`src/hw/rtl/clsr_pkg.sv`:
```
// Shared constants, types and engine interface structs for the combined LCG shuffle generator.
package clsr_pkg;

	// Table depth default and extra warm-up count added to the table depth
	localparam int unsigned TABLE_DEPTH_DEF = 32;
	localparam int unsigned WARMUP_EXTRA    = 7;

	// Reciprocal scaling for division by a constant
	localparam int unsigned RECIP_SHIFT = 46;
	localparam int unsigned PROD_W      = 63;
	localparam int unsigned QUO_W       = PROD_W - RECIP_SHIFT;

	// First generator: modulus, multiplier, Schrage quotient and remainder
	localparam logic [31:0] MOD1 = 32'd2147483563;
	localparam logic [30:0] MUL1 = 31'd40014;
	localparam logic [31:0] QUO1 = 32'd53668;
	localparam logic [31:0] REM1 = 32'd12211;

	// Second generator
	localparam logic [31:0] MOD2 = 32'd2147483399;
	localparam logic [30:0] MUL2 = 31'd40692;
	localparam logic [31:0] QUO2 = 32'd52774;
	localparam logic [31:0] REM2 = 32'd3791;

	// Output range span and second generator reset value
	localparam logic [30:0] SPAN         = 31'(MOD1 - 32'd1);
	localparam logic [30:0] SECOND_RESET = 31'd123456789;

	// Reciprocals of the Schrage quotients
	localparam logic [31:0] RECIP1 = 32'((64'd1 << RECIP_SHIFT) / {32'd0, QUO1});
	localparam logic [31:0] RECIP2 = 32'((64'd1 << RECIP_SHIFT) / {32'd0, QUO2});

	// Engine operations
	typedef enum logic [1:0] {
		OP_GEN1,
		OP_GEN2,
		OP_SLOT
	} eng_op_t;

	// Request to the arithmetic engine
	typedef struct packed {
		logic        start;
		eng_op_t     op;
		logic [30:0] x;
	} eng_req_t;

	// Response from the arithmetic engine
	typedef struct packed {
		logic             idle;
		logic             done;
		logic [QUO_W-1:0] quo;
		logic [30:0]      res;
	} eng_rsp_t;

endpackage

```
`src/hw/rtl/clsr_engine.sv`:
```
// Shared multiplier engine: Schrage step of either generator, or slot index division.
module clsr_engine #(
	parameter int unsigned TABLE_DEPTH = clsr_pkg::TABLE_DEPTH_DEF
) (
	input  logic               clk,
	input  logic               arst_n,
	input  clsr_pkg::eng_req_t req,
	output clsr_pkg::eng_rsp_t rsp
);
	import clsr_pkg::*;

	// Slot divisor and its reciprocal follow the table depth
	localparam logic [63:0] SLOT_DIV    = 64'(1) + 64'(SPAN) / 64'(TABLE_DEPTH);
	localparam logic [31:0] RECIP_SLOT  = 32'((64'd1 << RECIP_SHIFT) / SLOT_DIV);
	localparam logic [31:0] SLOT_DIV_32 = 32'(SLOT_DIV);

	typedef enum logic [2:0] {
		E_IDLE,
		E_RECIP,
		E_KQ,
		E_FIX,
		E_MA,
		E_MB,
		E_SUB,
		E_DONE
	} eng_state_t;

	eng_state_t        state_q;
	eng_op_t           op_q;
	logic [30:0]       x_q;
	logic [PROD_W-1:0] prod_q;
	logic [QUO_W-1:0]  k_q;
	logic [31:0]       rem_q;
	logic [31:0]       acc_q;
	logic [30:0]       res_q;

	// Per-operation constants
	logic [31:0] c_recip;
	logic [31:0] c_div;
	logic [30:0] c_mul;
	logic [31:0] c_rem;
	logic [31:0] c_mod;

	always_comb begin
		unique case (op_q)
			OP_GEN2: begin
				c_recip = RECIP2;
				c_div   = QUO2;
				c_mul   = MUL2;
				c_rem   = REM2;
				c_mod   = MOD2;
			end
			OP_SLOT: begin
				c_recip = RECIP_SLOT;
				c_div   = SLOT_DIV_32;
				c_mul   = MUL1;
				c_rem   = REM1;
				c_mod   = MOD1;
			end
			default: begin
				c_recip = RECIP1;
				c_div   = QUO1;
				c_mul   = MUL1;
				c_rem   = REM1;
				c_mod   = MOD1;
			end
		endcase
	end

	// Estimated quotient from the reciprocal product
	logic [QUO_W-1:0] k0;
	assign k0 = prod_q[PROD_W-1:RECIP_SHIFT];

	// Shared multiplier operand select
	logic [30:0] mult_a;
	logic [31:0] mult_b;

	always_comb begin
		unique case (state_q)
			E_RECIP: begin
				mult_a = x_q;
				mult_b = c_recip;
			end
			E_KQ: begin
				mult_a = 31'(k0);
				mult_b = c_div;
			end
			E_MA: begin
				mult_a = c_mul;
				mult_b = rem_q;
			end
			E_MB: begin
				mult_a = 31'(k_q);
				mult_b = c_rem;
			end
			default: begin
				mult_a = x_q;
				mult_b = c_recip;
			end
		endcase
	end

	logic [PROD_W-1:0] prod_d;
	assign prod_d = PROD_W'(mult_a) * PROD_W'(mult_b);

	// Remainder correction: estimate is low by at most one
	logic [31:0] rem0;
	logic        rem_over;
	assign rem0     = {1'b0, x_q} - prod_q[31:0];
	assign rem_over = (rem0 >= c_div);

	// Final Schrage difference, folded by the modulus when negative
	logic [32:0] diff;
	logic [30:0] res_d;
	assign diff  = {1'b0, acc_q} - {1'b0, prod_q[31:0]};
	assign res_d = diff[32] ? (diff[30:0] + c_mod[30:0]) : diff[30:0];

	// Sequencer
	always_ff @(posedge clk or negedge arst_n) begin
		if (!arst_n) begin
			state_q <= E_IDLE;
			op_q    <= OP_GEN1;
		end else begin
			unique case (state_q)
				E_IDLE: begin
					if (req.start) begin
						op_q    <= req.op;
						state_q <= E_RECIP;
					end
				end
				E_RECIP: state_q <= E_KQ;
				E_KQ:    state_q <= E_FIX;
				E_FIX:   state_q <= (op_q == OP_SLOT) ? E_DONE : E_MA;
				E_MA:    state_q <= E_MB;
				E_MB:    state_q <= E_SUB;
				E_SUB:   state_q <= E_DONE;
				E_DONE:  state_q <= E_IDLE;
				default: state_q <= E_IDLE;
			endcase
		end
	end

	// Datapath registers
	always_ff @(posedge clk) begin
		if (state_q == E_IDLE && req.start) begin
			x_q <= req.x;
		end
		if (state_q == E_RECIP || state_q == E_KQ || state_q == E_MA || state_q == E_MB) begin
			prod_q <= prod_d;
		end
		if (state_q == E_KQ) begin
			k_q <= k0;
		end
		if (state_q == E_FIX) begin
			if (rem_over) begin
				k_q   <= k_q + QUO_W'(1);
				rem_q <= rem0 - c_div;
			end else begin
				rem_q <= rem0;
			end
		end
		if (state_q == E_MB) begin
			acc_q <= prod_q[31:0];
		end
		if (state_q == E_SUB) begin
			res_q <= res_d;
		end
	end

	assign rsp.idle = (state_q == E_IDLE);
	assign rsp.done = (state_q == E_DONE);
	assign rsp.quo  = k_q;
	assign rsp.res  = res_q;

endmodule

```
`src/hw/rtl/combined_lcg_shuffle_random.sv`:
```
// Top level: combined two-generator random source with a shuffle table.
//
//  channel | direction | tdata                      | tuser          | notes
//  s_*     | in        | [30:0] seed                | [0] kind       | kind 1 reseeds first
//  m_*     | out       | [30:0] value               | -              | 1 .. 2147483562
//
// Schrage steps of both generators and the slot division share one multiplier; the slot
// division ends after the remainder fix. A draw runs a step of each generator, the slot
// division, a table read and the merge, the value registered at the merge; a reseed adds (TABLE_DEPTH + 8) steps.
// Reset loads the first generator with 1, the second with 123456789, clears last output
// and marks every table entry as zero through per-entry valid bits.
// The input is taken only between items; a finished value waits in the output register
// and the next item may start while it waits.
module combined_lcg_shuffle_random #(
	parameter int unsigned TABLE_DEPTH = clsr_pkg::TABLE_DEPTH_DEF
) (
	input  logic        clk,
	input  logic        arst_n,
	input  logic        s_tvalid,
	output logic        s_tready,
	input  logic [31:0] s_tdata,   // [30:0] seed, [31] zero
	input  logic        s_tuser,   // [0] kind
	output logic        m_tvalid,
	input  logic        m_tready,
	output logic [31:0] m_tdata    // [30:0] value, [31] zero
);
	import clsr_pkg::*;

	localparam int unsigned IDX_W   = $clog2(TABLE_DEPTH);
	localparam int unsigned WARM_N  = TABLE_DEPTH + WARMUP_EXTRA;
	localparam int unsigned CNT_W   = $clog2(WARM_N + 1);

	typedef enum logic [2:0] {
		ST_IDLE,
		ST_WARM,
		ST_GEN1,
		ST_GEN2,
		ST_SLOT,
		ST_READ,
		ST_MERGE
	} top_state_t;

	top_state_t       state_q;
	logic [30:0]      gen1_q;
	logic [30:0]      gen2_q;
	logic [30:0]      last_q;
	logic [CNT_W-1:0] cnt_q;
	logic [IDX_W-1:0] slot_q;
	logic             out_valid_q;
	logic [30:0]      out_data_q;
	logic             rd_vld_q;
	logic [30:0]      rd_data_q;
	logic [TABLE_DEPTH-1:0] vld_q;
	logic [30:0]      mem_q [TABLE_DEPTH];

	eng_req_t eng_req;
	eng_rsp_t eng_rsp;

	clsr_engine #(
		.TABLE_DEPTH(TABLE_DEPTH)
	) u_engine (
		.clk   (clk),
		.arst_n(arst_n),
		.req   (eng_req),
		.rsp   (eng_rsp)
	);

	// Engine request by state
	always_comb begin
		eng_req.start = 1'b0;
		eng_req.op    = OP_GEN1;
		eng_req.x     = gen1_q;
		unique case (state_q)
			ST_WARM, ST_GEN1: begin
				eng_req.start = eng_rsp.idle;
			end
			ST_GEN2: begin
				eng_req.start = eng_rsp.idle;
				eng_req.op    = OP_GEN2;
				eng_req.x     = gen2_q;
			end
			ST_SLOT: begin
				eng_req.start = eng_rsp.idle;
				eng_req.op    = OP_SLOT;
				eng_req.x     = last_q;
			end
			default: ;
		endcase
	end

	// Input transaction and seed clamp
	logic        in_take;
	logic [30:0] seed_c;
	assign s_tready = (state_q == ST_IDLE);
	assign in_take  = s_tvalid && s_tready;
	assign seed_c   = (s_tdata[30:0] == 31'd0) ? 31'd1 : s_tdata[30:0];

	// Slot index from the division, saturated to the last entry
	logic [IDX_W-1:0] slot_d;
	assign slot_d = (eng_rsp.quo >= QUO_W'(TABLE_DEPTH)) ? IDX_W'(TABLE_DEPTH - 1)
	                                                     : eng_rsp.quo[IDX_W-1:0];

	// New output: table entry minus second generator, folded into range
	logic [30:0] tbl_val;
	logic [31:0] sub_d;
	logic [30:0] last_d;
	assign tbl_val = rd_vld_q ? rd_data_q : 31'd0;
	assign sub_d   = {1'b0, tbl_val} - {1'b0, gen2_q};
	assign last_d  = ($signed(sub_d) < 32'sd1) ? (sub_d[30:0] + SPAN) : sub_d[30:0];

	// Output register free or draining this cycle
	logic commit;
	assign commit = (state_q == ST_MERGE) && (!out_valid_q || m_tready);

	// Table write port
	logic             warm_wr;
	logic             wr_en;
	logic [IDX_W-1:0] wr_idx;
	logic [30:0]      wr_data;
	assign warm_wr = (state_q == ST_WARM) && eng_rsp.done && (cnt_q < CNT_W'(TABLE_DEPTH));
	assign wr_en   = warm_wr || commit;
	assign wr_idx  = commit ? slot_q : cnt_q[IDX_W-1:0];
	assign wr_data = commit ? gen1_q : eng_rsp.res;

	// Control state and registered outputs
	always_ff @(posedge clk or negedge arst_n) begin
		if (!arst_n) begin
			state_q     <= ST_IDLE;
			gen1_q      <= 31'd1;
			gen2_q      <= SECOND_RESET;
			last_q      <= 31'd0;
			cnt_q       <= '0;
			slot_q      <= '0;
			out_valid_q <= 1'b0;
			rd_vld_q    <= 1'b0;
			vld_q       <= '0;
		end else begin
			// Output valid: set on commit, cleared when drained
			if (commit) begin
				out_valid_q <= 1'b1;
			end else if (m_tready) begin
				out_valid_q <= 1'b0;
			end
			if (wr_en) begin
				vld_q[wr_idx] <= 1'b1;
			end
			unique case (state_q)
				ST_IDLE: begin
					if (in_take) begin
						if (s_tuser) begin
							gen1_q  <= seed_c;
							gen2_q  <= seed_c;
							cnt_q   <= CNT_W'(WARM_N);
							state_q <= ST_WARM;
						end else begin
							state_q <= ST_GEN1;
						end
					end
				end
				ST_WARM: begin
					if (eng_rsp.done) begin
						gen1_q <= eng_rsp.res;
						if (cnt_q == '0) begin
							last_q  <= eng_rsp.res;
							state_q <= ST_GEN1;
						end else begin
							cnt_q <= cnt_q - CNT_W'(1);
						end
					end
				end
				ST_GEN1: begin
					if (eng_rsp.done) begin
						gen1_q  <= eng_rsp.res;
						state_q <= ST_GEN2;
					end
				end
				ST_GEN2: begin
					if (eng_rsp.done) begin
						gen2_q  <= eng_rsp.res;
						state_q <= ST_SLOT;
					end
				end
				ST_SLOT: begin
					if (eng_rsp.done) begin
						slot_q  <= slot_d;
						state_q <= ST_READ;
					end
				end
				ST_READ: begin
					rd_vld_q <= vld_q[slot_q];
					state_q  <= ST_MERGE;
				end
				ST_MERGE: begin
					if (commit) begin
						last_q  <= last_d;
						state_q <= ST_IDLE;
					end
				end
				default: state_q <= ST_IDLE;
			endcase
		end
	end

	// Shuffle table memory and output data
	always_ff @(posedge clk) begin
		if (wr_en) begin
			mem_q[wr_idx] <= wr_data;
		end
		if (state_q == ST_READ) begin
			rd_data_q <= mem_q[slot_q];
		end
		if (commit) begin
			out_data_q <= last_d;
		end
	end

	assign m_tvalid = out_valid_q;
	assign m_tdata  = {1'b0, out_data_q};

endmodule
```
`config.mk`:
```
export PLATFORM = sky130hd
export DESIGN_NAME = combined_lcg_shuffle_random
export DESIGN_NICKNAME = d
export VERILOG_FILES = /design/src/hw/rtl/clsr_pkg.sv /design/src/hw/rtl/clsr_engine.sv /design/src/hw/rtl/combined_lcg_shuffle_random.sv
export SDC_FILE = /design/constraint.sdc
export NUM_CORES = 2
export LEC_CHECK = 0
export ABC_CLOCK_PERIOD_IN_PS = 11750
export BUFFER_PORTS_ARGS = -buffer_cell sky130_fd_sc_hd__buf_4
export CELL_PAD_IN_SITES_DETAIL_PLACEMENT = 0
export CELL_PAD_IN_SITES_GLOBAL_PLACEMENT = 1
export CORE_ASPECT_RATIO = 0.8
export CORE_UTILIZATION = 30
export CTS_BUF_LIST = sky130_fd_sc_hd__clkbuf_8 sky130_fd_sc_hd__clkbuf_16
export DETAILED_ROUTE_END_ITERATION = 7
export PLACE_DENSITY_LB_ADDON = 0.1
export SLEW_MARGIN = 40
export SYNTH_ARGS = -nofsm -noshare
export SYNTH_HDL_FRONTEND = slang
export SYNTH_SLANG_ARGS = --single-unit
```
`constraint.sdc`:
```
create_clock -name clk -period 11.75 [get_ports clk]
set_input_delay 0.5875 -clock clk [delete_from_list [all_inputs] [get_ports clk]]
set_output_delay 0.5875 -clock clk [all_outputs]
set_load 0.01 [all_outputs]
```
==> Flow_metrics.wiki <==
{| class="wikitable"
! Metric !! Value
|-
| Status || completed
|-
| Total count of max-transition violations in the final report || 0
|-
| Congestion Overflow GR || 0
|-
| Placeable core area || 305,100 µm²
|-
| Arrival time at the worst endpoint || 11.39 ns
|-
| Port buffer count || 68
|-
| Initial antenna violation count || 44
|-
| Final setup skew || 0.05748 ns
|-
| Buffer cell driving the clock tree root || clkbuf_16
|-
| Leading register cell type out of synthesis || edfxtp_1
|-
| Nature of the critical path startpoint || flip-flop
|-
| Reg2Reg Depth || 31
|-
| CTS tree || built
|-
| Vias per Instance || 5.013
|-
| Sequential area share after synthesis || 44.32%
|-
| Final period utilization || 92.57%
|-
| Via count of the first global-routing pass || 61,170
|-
| Die area || 310,000 µm²
|-
| Share of final-layout standard cells stronger than drive strength 1 || 13.05%
|-
| Final-report hold violation count || 0
|-
| Layout area overhead || 13.04%
|-
| Avg Synthesized Cell Area || 12.44 µm²
|-
| Post-synth EDFFs || 1,229
|-
| Worst-path maximum fanout || 32
|-
| Global placement routability congestion || 0.8540
|-
| Number of top-level pins || 71
|-
| GRT Util Overall || 21.37%
|-
| Count of cell types in the netlist || 97
|-
| Post-placement setup slack || 0.9354 ns
|-
| Clock H-tree levels || 4
|-
| Total via count in the routed design || 59,320
|-
| Number of storage elements in the synthesis netlist || 1,392
|-
| Relative slew margins || 40.76%
|-
| Initial DRT Pass Iterations || 6
|-
| Total negative slack || 0 ns
|-
| Setup repair after global routing missed its margin || false
|-
| Overall die width || 622.3 µm
|-
| Setup repair bufs after CTS || 0
|-
| Highest clock rate || 91.94 MHz
|-
| Category of the most critical setup path || reg2reg
|-
| First-pass GRT wire length || 471.2 mm
|-
| Estimated wirelength of the detail-placed design || 241.2 mm
|-
| Post-route antenna net violation count || 0
|-
| Effective utilization at floorplan || 30.27%
|-
| Slowest stage cell on the critical path || dfrtp_2
|-
| Clock slew at the register clock pins of the worst setup and hold paths || 0.06 ns
|-
| Critical Path Sink Type || flip-flop
|-
| Maximum number of pins on one net before global-route repair || 88
|-
| Site row count || 181
|-
| Total of endpoints with negative setup slack in the final report || 0
|-
| # hold bufs at CTS || 1
|-
| Top-area cell type share of the netlist area || 39.97%
|-
| Starting DRT DRC Count || 5,311
|-
| Hold/Removal Path Class || in2reg
|-
| Maxcap violations || 0
|-
| Synth async-reset ratio || 10.49%
|-
| Area of the mapped netlist || 92,330 µm²
|-
| Count leader, synth || edfxtp_1
|-
| Ranking of synthesized cells by instance count || edfxtp_1 (1,229), inv_1 (1,089), fa_1 (869), nand2_1 (842), nor2_1 (516)
|-
| Maximum single-stage delay on the critical path || 0.77 ns
|-
| YS warnings || 0
|-
| Total wire length after detailed routing || 331.9 mm
|-
| Layout Nets || 8,975
|-
| Routed WL per cell || 28.05 µm
|-
| Height of the die || 498.2 µm
|-
| Hold-critical path depth || 3
|-
| Critical Path RT || 12.26 ns
|-
| Cell type with the highest aggregate area in the netlist || edfxtp_1
|-
| Top cells by area, synth || edfxtp_1 (40%), fa_1 (19%), mux4_2 (7.8%)
|-
| Clock sink total || 1,392
|-
| Clk Latency, worst-skew pair || 0.81 ns
|-
| Cells after Synth || 7,422
|-
| Post-CTS resize count || 0
|-
| Crit path setup slack, layout || 0.8733 ns
|-
| Worst slew pin tran || 0.8822 ns
|-
| Clock Tree Buf Depth || 4
|-
| Inserted Clock Buffers || 151
|-
| Worst hold slack || 0.08039 ns
|-
| DRC viols || 0
|-
| Min Tclk post-route || 10.88 ns
|-
| Top cell by count, worst path || fa_1
|}
-- flip-flops by register name, indices dropped and copies added, names as in the netlist --
| name | flops |
|---|---|
| rd_vld_q | 1 |
| u_engine.x_q | 31 |
| out_data_q | 31 |
| last_q | 31 |
| u_engine.k_q | 17 |
| slot_q | 5 |
| u_engine.op_q | 2 |
| gen1_q | 31 |
| gen2_q | 31 |
| rd_data_q | 31 |
| u_engine.rem_q | 32 |
| u_engine.state_q | 3 |
| cnt_q | 6 |
| mem_q | 992 |
| u_engine.prod_q | 49 |
| u_engine.acc_q | 32 |
| state_q | 3 |
| u_engine.res_q | 31 |
| m_tvalid | 1 |
| vld_q | 32 |
-- through the flow --
| stage | util, % | instance area, µm² | std cells |
|---|---|---|---|
| global placement | 32.51 | 99170 | 11540 |
| detailed placement | 32.64 | 99550 | 11560 |
| CTS | 34.19 | 104300 | 11820 |
| global route | 34.20 | 104300 | 11820 |
| floorplan | - | 92860 | 7562 |
| finish | 34.21 | 104400 | 11830 |
-- kinds of logic after synthesis --
kind of cell | Yosys count | synth area share, %
AND/OR/NAND/NOR | 1846 | 8.811
buffers and inverters | 1394 | 5.686
flip-flops | 1392 | 44.32
adder cells (fa/ha/maj) | 1254 | 24.06
AO/OA/AOI/OAI | 960 | 6.786
multiplexers | 370 | 8.399
XOR/XNOR | 204 | 1.935
other | 2 | 0.008133
-- metal layers --
layer  track usage (%)  part of all wire (%)  up-vias
li1                  -                     -    25960
met1             33.51                    50    31380
met2             30.42                    41     1659
met3             4.168                   6.7      310
met4             3.863                   2.0       12
met5                 0                 0.022        -
-- critical path, delay by kind of cell, from the launching register on --
family / cells / cell delay [ns]
compound gates: 10 / 2.84
buf+inv: 5 / 0.87
simple gates: 6 / 1.52
fa+ha+maj: 9 / 4.41
xor+xnor: 1 / 0.19
flops: 1 / 0.77
-- cell type report --
class	count	area [µm²]
multi-input cells	4776	47230
clock buffers	163	4000
fillers	30230	200700
repair buffers	272	2310
inverters	1091	4096
flip-flops and latches	1392	40940
well taps	4026	5037
clock inverters	97	719.4
diodes	17	42.54
-- placed cells by master, fill, tap and decap left out, drive strengths merged, types with 208 or more instances in the layout --
master	Yosys	routed
buf	43	271
fa	869	869
inv	1089	1134
mux4	320	320
ha	385	385
o21ai	208	208
a21oi	231	231
nor2	516	516
nand2	842	842
edfxtp	1229	1229
-- final timing paths --
check                                     from                  end  slack [ns]
min in group asynchronous               arst_n            gen1_q[4]        0.29
min                                s_tdata[22]           gen2_q[22]        0.08
max                        u_engine.state_q[2]  u_engine.prod_q[60]        0.87
max reg2reg                u_engine.state_q[2]  u_engine.prod_q[60]        0.87
max in group asynchronous               arst_n            slot_q[3]       10.32
min reg2reg                 u_engine.prod_q[3]    u_engine.acc_q[3]        0.45
Power is left out: the tool's default activity adds up to more than one toggle a clock period on the data nets, which glitch-free logic cannot reach.
